### src/hdl/dcss_pkg.sv
// Package for the duty-cycled servo sweep controller: modes, sequencer states and constants.
package dcss_pkg;

  localparam logic [31:0] WORK_TIME_RESET  = 32'd60000;
  localparam logic [31:0] SLEEP_TIME_RESET = 32'd10000;
  localparam logic [7:0]  FULL_ANGLE       = 8'd180;

  localparam int          CFG_INDEX_W    = 8;
  localparam logic [7:0]  REG_WORK_TIME  = 8'd0;
  localparam logic [7:0]  REG_SLEEP_TIME = 8'd1;

  localparam int DIV_W     = 16;
  localparam int DIV_CNT_W = 4;

  typedef enum logic [1:0] {
    MODE_CLOSED = 2'd0,
    MODE_OPEN   = 2'd1,
    MODE_SLEEP  = 2'd2
  } mode_t;

  typedef enum logic [1:0] {
    ST_IDLE = 2'd0,
    ST_DIV  = 2'd1,
    ST_DONE = 2'd2
  } seq_state_t;

endpackage

### src/hdl/duty_cycled_servo_sweep_controller.sv
// Duty-cycled servo sweep controller: tick decoder, serial angle divider and result register.
//
// Each input word on the s_ channel is one scheduler tick. The block decides its mode
// (closed, open or sleeping) from the tick time and the work and sleep times, and while
// open it steps a sweep counter and scales it to an angle of step*180/speed degrees.
// One result word leaves on the m_ channel for every input word, in order.
// The cfg channel writes the work time (index 0) and sleep time (index 1); it is always
// ready and other indices are ignored.
// Timing: a tick that commands an angle runs a restoring divider, one quotient bit a
// cycle, and its result is offered once the divider is done; any other tick gives its
// result on the next cycle. The block takes one word at a time: it accepts no new tick
// until the result of the last one has been taken, so any output stall holds it too.
// While the receiver holds m_tready low, the result word is held and s_tready stays low.
// Reset puts the block in the closed mode with the servo off, the sweep counter at zero
// and rising, both time marks at zero and the registers at 60000 ms and 10000 ms.
module duty_cycled_servo_sweep_controller
  import dcss_pkg::*;
(
  input  logic                   clk,
  input  logic                   rst,
  input  logic                   s_tvalid,
  output logic                   s_tready,
  input  logic [47:0]            s_tdata,   // now_ms[31:0], open_request[32], sweep_speed[40:33]
  output logic                   m_tvalid,
  input  logic                   m_tready,
  output logic [15:0]            m_tdata,   // servo_enable[0], angle_valid[1],
                                            // servo_angle[9:2], sleeping[10]
  input  logic                   cfg_valid,
  output logic                   cfg_ready,
  input  logic [CFG_INDEX_W-1:0] cfg_index,
  input  logic [31:0]            cfg_data
);

  logic [31:0] now_ms;
  logic        open_request;
  logic [7:0]  sweep_speed;

  logic [31:0] work_time_ms;
  logic [31:0] sleep_time_ms;

  seq_state_t  state;
  seq_state_t  state_next;

  mode_t       mode;
  mode_t       mode_next;
  logic        resume_open;
  logic        resume_open_next;
  logic [31:0] last_wake_ms;
  logic [31:0] last_wake_ms_next;
  logic [31:0] sleep_start_ms;
  logic [31:0] sleep_start_ms_next;
  logic [7:0]  sweep_step;
  logic [7:0]  sweep_step_next;
  logic [7:0]  sweep_total;
  logic [7:0]  sweep_total_next;
  logic        sweep_rising;
  logic        sweep_rising_next;
  logic        servo_on;
  logic        servo_on_next;
  logic        need_div;

  logic [31:0] elapsed;
  logic [31:0] limit;
  logic        expired;
  logic        turn_rising;

  logic [DIV_W-1:0]     div_quot;
  logic [8:0]           div_rem;
  logic [7:0]           div_den;
  logic [DIV_CNT_W-1:0] div_cnt;
  logic [8:0]           rem_shift;
  logic                 rem_ge;
  logic [8:0]           rem_next;
  logic [DIV_W-1:0]     quot_next;
  logic [DIV_W-1:0]     product;

  logic        res_enable;
  logic        res_valid;
  logic [7:0]  res_angle;
  logic        res_sleeping;

  logic        in_accept;
  logic        out_accept;
  logic        div_last;

  assign now_ms       = s_tdata[31:0];
  assign open_request = s_tdata[32];
  assign sweep_speed  = s_tdata[40:33];

  assign in_accept  = s_tvalid && s_tready;
  assign out_accept = m_tvalid && m_tready;
  assign div_last   = (div_cnt == {DIV_CNT_W{1'b1}});
  assign cfg_ready  = 1'b1;

  always_ff @(posedge clk) begin
    if (rst) begin
      work_time_ms  <= WORK_TIME_RESET;
      sleep_time_ms <= SLEEP_TIME_RESET;
    end else if (cfg_valid && cfg_ready) begin
      case (cfg_index)
        REG_WORK_TIME:  work_time_ms  <= cfg_data;
        REG_SLEEP_TIME: sleep_time_ms <= cfg_data;
        default: ;
      endcase
    end
  end

  // Tick decoder: one modular subtract and compare, then the mode update.
  always_comb begin
    elapsed = now_ms - ((mode == MODE_SLEEP) ? sleep_start_ms : last_wake_ms);
    limit   = (mode == MODE_SLEEP) ? sleep_time_ms : work_time_ms;
    expired = (elapsed >= limit);

    mode_next           = mode;
    resume_open_next    = resume_open;
    last_wake_ms_next   = last_wake_ms;
    sleep_start_ms_next = sleep_start_ms;
    sweep_step_next     = sweep_step;
    sweep_total_next    = sweep_total;
    sweep_rising_next   = sweep_rising;
    servo_on_next       = servo_on;
    need_div            = 1'b0;
    turn_rising         = sweep_rising;

    case (mode)
      MODE_SLEEP: begin
        if (expired) begin
          last_wake_ms_next = now_ms;
          mode_next = resume_open ? MODE_OPEN : MODE_CLOSED;
        end
      end
      MODE_OPEN: begin
        if (expired) begin
          resume_open_next    = 1'b1;
          mode_next           = MODE_SLEEP;
          sleep_start_ms_next = now_ms;
        end else if (!open_request || sweep_speed == 8'd0) begin
          servo_on_next = 1'b0;
          mode_next     = MODE_CLOSED;
        end else begin
          sweep_total_next = sweep_speed;
          if (sweep_rising && sweep_step >= sweep_speed) begin
            turn_rising = 1'b0;
          end else if (!sweep_rising && sweep_step == 8'd0) begin
            turn_rising = 1'b1;
          end
          sweep_rising_next = turn_rising;
          sweep_step_next   = turn_rising ? sweep_step + 8'd1 : sweep_step - 8'd1;
          need_div          = 1'b1;
        end
      end
      default: begin
        mode_next = MODE_CLOSED;
        if (expired) begin
          resume_open_next    = 1'b0;
          mode_next           = MODE_SLEEP;
          sleep_start_ms_next = now_ms;
        end else if (open_request) begin
          sweep_step_next  = 8'd0;
          sweep_total_next = sweep_speed;
          servo_on_next    = 1'b1;
          mode_next        = MODE_OPEN;
        end
      end
    endcase

    product = {1'b0, sweep_step_next, 7'd0} + {3'd0, sweep_step_next, 5'd0}
            + {4'd0, sweep_step_next, 4'd0} + {6'd0, sweep_step_next, 2'd0};
  end

  // Restoring divider step: one quotient bit a cycle.
  always_comb begin
    rem_shift = {div_rem[7:0], div_quot[DIV_W-1]};
    rem_ge    = (rem_shift >= {1'b0, div_den});
    rem_next  = rem_ge ? rem_shift - {1'b0, div_den} : rem_shift;
    quot_next = {div_quot[DIV_W-2:0], rem_ge};
  end

  always_comb begin
    state_next = state;
    case (state)
      ST_IDLE: begin
        if (in_accept) begin
          state_next = need_div ? ST_DIV : ST_DONE;
        end
      end
      ST_DIV: begin
        if (div_last) begin
          state_next = ST_DONE;
        end
      end
      ST_DONE: begin
        if (out_accept) begin
          state_next = ST_IDLE;
        end
      end
      default: state_next = ST_IDLE;
    endcase
  end

  always_comb begin
    s_tready = (state == ST_IDLE);
    m_tvalid = (state == ST_DONE);
    m_tdata  = {5'd0, res_sleeping, res_angle, res_valid, res_enable};
  end

  always_ff @(posedge clk) begin
    if (rst) begin
      state          <= ST_IDLE;
      mode           <= MODE_CLOSED;
      resume_open    <= 1'b0;
      last_wake_ms   <= 32'd0;
      sleep_start_ms <= 32'd0;
      sweep_step     <= 8'd0;
      sweep_total    <= 8'd0;
      sweep_rising   <= 1'b1;
      servo_on       <= 1'b0;
      div_cnt        <= '0;
    end else begin
      state <= state_next;
      if (in_accept) begin
        mode           <= mode_next;
        resume_open    <= resume_open_next;
        last_wake_ms   <= last_wake_ms_next;
        sleep_start_ms <= sleep_start_ms_next;
        sweep_step     <= sweep_step_next;
        sweep_total    <= sweep_total_next;
        sweep_rising   <= sweep_rising_next;
        servo_on       <= servo_on_next;
        div_cnt        <= '0;
      end else if (state == ST_DIV) begin
        div_cnt <= div_cnt + DIV_CNT_W'(1);
      end
    end
  end

  always_ff @(posedge clk) begin
    if (in_accept) begin
      div_quot     <= product;
      div_rem      <= 9'd0;
      div_den      <= sweep_total_next;
      res_enable   <= servo_on_next;
      res_valid    <= need_div;
      res_angle    <= 8'd0;
      res_sleeping <= (mode_next == MODE_SLEEP);
    end else if (state == ST_DIV) begin
      div_quot <= quot_next;
      div_rem  <= rem_next;
      if (div_last) begin
        res_angle <= (quot_next > {8'd0, FULL_ANGLE}) ? FULL_ANGLE : quot_next[7:0];
      end
    end
  end

endmodule

### config.mk
export PLATFORM = sky130hd
export DESIGN_NAME = duty_cycled_servo_sweep_controller
export DESIGN_NICKNAME = d
export VERILOG_FILES = /design/src/hdl/dcss_pkg.sv /design/src/hdl/duty_cycled_servo_sweep_controller.sv
export SDC_FILE = /design/constraint.sdc
export NUM_CORES = 1
export LEC_CHECK = 0
export ABC_AREA = 1
export BUFFER_PORTS_ARGS = -buffer_cell sky130_fd_sc_hd__buf_4
export CORE_ASPECT_RATIO = 1.5
export CORE_MARGIN = 2
export CORE_UTILIZATION = 49
export DETAILED_ROUTE_END_ITERATION = 8
export PLACE_DENSITY = 0.81
export SYNTH_ARGS = -nofsm -noshare
export SYNTH_HDL_FRONTEND = slang
export SYNTH_SLANG_ARGS = --single-unit
### constraint.sdc
create_clock -name clk -period 7.9 [get_ports clk]
set_input_delay 1.58 -clock clk [delete_from_list [all_inputs] [get_ports clk]]
set_output_delay 1.58 -clock clk [all_outputs]
set_load 0.02 [all_outputs]
==> results.yml <==
cells_and_area:
  instances_no_fill: 2220
  area_growth_pct: 16.8
  diodes: 0
  post-route-util_pct: 58.5
  num-fill-cells: 2254
  nets: 2092
  layout-drive-gt1-share_pct: 13.4
  stdcell_area_um2: 14700
synthesis:
  synthCells: 1749
  ys.flop_type: "dfxtp_1"
  seq_area_frac_synth_pct: 33.6
  synth_cell_type_count: 46
  ys_top_cells_by_area: "dfxtp_1 27%, ha_1 11%, nand2_1 11%"
  synth-edff-count: 27
  synth.avg_cell_area_um2: 7.20
  synth_top_area_cell: "dfxtp_1"
  synth_top_area_share_pct: 27.2
  async_reset_ff_share_pct: 0
  syn_area_um2: 12600
  synth-seq-cells: 198
  yosysWarnings: 0
critical_path:
  critPathLaunchType: "input port"
  worstSetupPathType: "in2reg"
  slowest_stage: "fa_1"
  cp.required_ps: 8100
  path_max_fanout: 5
  cp.arrival_ps: 7750
  cp-end-kind: "register"
  max_stage_delay_ps: 520
  cp_common_cell: "nand2_1"
floorplanning:
  die_y_um: 200
  core-area_um2: 25100
  num_rows: 71
  die_x_um: 135
  num_io_pins: 112
  initial_core_util_pct: 50.1
  die_area_um2: 27000
clocking:
  path_clk_slew_ps: 80
  root_buffer: "clkbuf_16"
  cts-buffers-inserted: 17
  cts_tree: "built"
  clock_sinks: 198
  cts_buffer_depth: 2
  clock_latency_ps: 450
  cts.htree.levels: 4
timing:
  fmax_ghz: 0.132
  hold_viol_final: 0
  setup_viol: 0
  post-route-min-period_ps: 7550
  finalClockSkew_ps: 15.1
  relSlewSlack_pct: 24.7
  fin_crit_sh_pct: 95.6
  tightest_slew_ps: 1130
  tns_ps: 0
  slew_violations: 0
place:
  dp.cells: 2184
  place.gp.congestion: 0.920
  dpl_cell_area_um2: 14000
  dp.final_hpwl_um: 22900
  portBuffers: 98
global_route:
  track_usage_pct: 22.9
  grt_pass1_vias: 11193
  antenna_found_initial: 0
  grtUsageMet2_pct: 42.4
  overflow: 0
  met3_usage_pct: 3.59
  busiest_layer: "met2"
  met1_usage_pct: 24.8
  grt_pass1_wl_um: 50700
  grt_max_degree: 132
detailed_routing:
  routed_wl_um: 31400
  drt_pass1_iterations: 5
  wl_per_cell_um: 14.1
  vias: 11801
  drc: 0
  drt_iter0_markers: 670
  viasPerCell: 5.32
  ant_nets: 0
power:
  power.density_nw_per_um2: 449
  totalPowerFinal_mw: 6.61
  p_sw_share_pct: 46.2
  p_comb_share_pct: 66.6
  internal-power_mw: 3.56
  pwr-share-clk_pct: 12.7
  p_sw_mw: 3.05
  peakVddDrop_uv: 219
  p_leak_nw: 6.68
  seqPwrFrac_pct: 20.7
run_status:
  status: "complete, no violations"
hold_path:
  min_path_type: "reg2reg"
run:
  cap_violations: 0
-- timing repair --
action	4_1_cts	5_1_grt
gates resized for setup	0	27
hold buffers	0	0
hold endpoints to repair	0	0
buffers inserted	0	4
setup endpoints to repair	0	5
-- worst paths after layout --
| check | from | to | cells after the start | slack [ps] |
|---|---|---|---|---|
| setup / recovery | s_tdata[14] | div_quot[14]$_DFFE_PP_ | 38 | 350 |
| hold / removal | last_wake_ms[29]$_SDFFE_PP0P_ | last_wake_ms[29]$_SDFFE_PP0P_ | 2 | 440 |
| setup reg to reg | mode[0]$_SDFFE_PP0P_ | div_quot[14]$_DFFE_PP_ | 40 | 500 |
| hold reg to reg | last_wake_ms[29]$_SDFFE_PP0P_ | last_wake_ms[29]$_SDFFE_PP0P_ | 2 | 440 |
-- Yosys cell counts, types with 2 or more instances --
cell type,number
a21boi_0,8
a21o_1,3
a21oi_1,158
a31oi_1,6
buf_1,4
buf_2,14
buf_4,12
buf_6,7
clkbuf_1,41
clkinv_1,2
conb_1,2
dfxtp_1,171
edfxtp_1,27
fa_1,11
ha_1,108
inv_1,197
inv_2,3
mux2i_1,31
nand2_1,357
nand3_1,66
nand3_2,2
nand3b_1,2
nand4_1,16
nor2_1,167
nor2_2,2
nor3_1,10
nor4_1,6
o211ai_1,13
o21a_1,2
o21ai_0,221
o21ai_1,13
o21ai_2,2
o21bai_1,5
o22ai_1,4
xnor2_1,20
xor2_1,26
-- registers in the layout, indices dropped and copies added, names as in the netlist, 2 cells and up --
register        count
state               2
div_den             8
div_rem             8
sleep_time_ms      32
work_time_ms       32
res_angle           8
div_quot           16
sleep_start_ms     32
sweep_step          8
sweep_total         8
div_cnt             4
mode                2
last_wake_ms       32
-- cells in the final DEF (no fill, tap or decap), types with 3 or more instances in the layout --
| cell | instances |
|---|---|
| nand2_1 | 353 |
| o21ai_0 | 217 |
| inv_1 | 196 |
| buf_4 | 183 |
| dfxtp_1 | 171 |
| nor2_1 | 165 |
| a21oi_1 | 152 |
| ha_1 | 107 |
| nand3_1 | 63 |
| mux2i_1 | 31 |
| edfxtp_1 | 27 |
| xor2_1 | 26 |
| xnor2_1 | 20 |
| clkbuf_16 | 17 |
| o21ai_1 | 16 |
| nand4_1 | 16 |
| o211ai_1 | 13 |
| fa_1 | 10 |
| nor3_1 | 9 |
| a21boi_0 | 8 |
| nand3_2 | 6 |
| a31oi_1 | 6 |
| conb_1 | 6 |
| a21oi_2 | 5 |
| nor2_2 | 4 |
| nand2_2 | 4 |
| inv_2 | 4 |
| o21bai_1 | 4 |
| nor4_1 | 4 |
| o22ai_1 | 4 |
| a21o_1 | 3 |
| nor4_2 | 3 |
| clkinvlp_4 | 3 |
| clkinv_2 | 3 |
-- routing by layer --
layer,share of wire [%],vias to the layer above
met5,0,-
met4,3.6,0
met3,4.1,63
met2,52,291
met1,40,5413
li1,-,6034
-- cell families after synthesis --
logic type	Yosys count	share of synthesized area [%]
other cells	2	0.0596
xor+xnor	46	3.20
mux	31	2.46
compound gates	439	18.4
fa+ha+maj	119	12.5
buf+inv	281	9.29
flops	198	33.6
simple gates	633	20.5
-- power by group through the flow --
stage               sequential (mW)  clock, mW  combinational [mW]
global placement               1.38          0                4.05
CTS                            1.37      0.853                4.25
detailed placement             1.39          0                4.17
finish                         1.37      0.839                4.40
floorplan                      1.36          0                2.96
global route                   1.39      0.895                4.94
-- worst max-delay path: cells and delay by family --
kind	cells	cell delay, ps
compound gates	10	1760
fa+ha+maj	5	2020
xor+xnor	2	290
simple gates	16	1630
buf+inv	5	440
-- metrics by stage --
stage	hold slack, ps	setup WS, ps
after CTS	446	186
after global placement	429	-126
after global routing	461	-7.27
final	444	350
after floorplan	420	327
after detailed placement	435	-232
-- area by class of cell --
cell class / count / area (um2) / area share, %
repair buffers: 186 / 1430 / 9.71
clock inverters: 11 / 103 / 0.697
multi-input cells: 1275 / 7340 / 49.8
flip-flops and latches: 198 / 4230 / 28.8
inverters: 202 / 758 / 5.15
well taps: 328 / 410 / 2.79
clock buffers: 20 / 447 / 3.04
(Power assumes the default switching activity.)
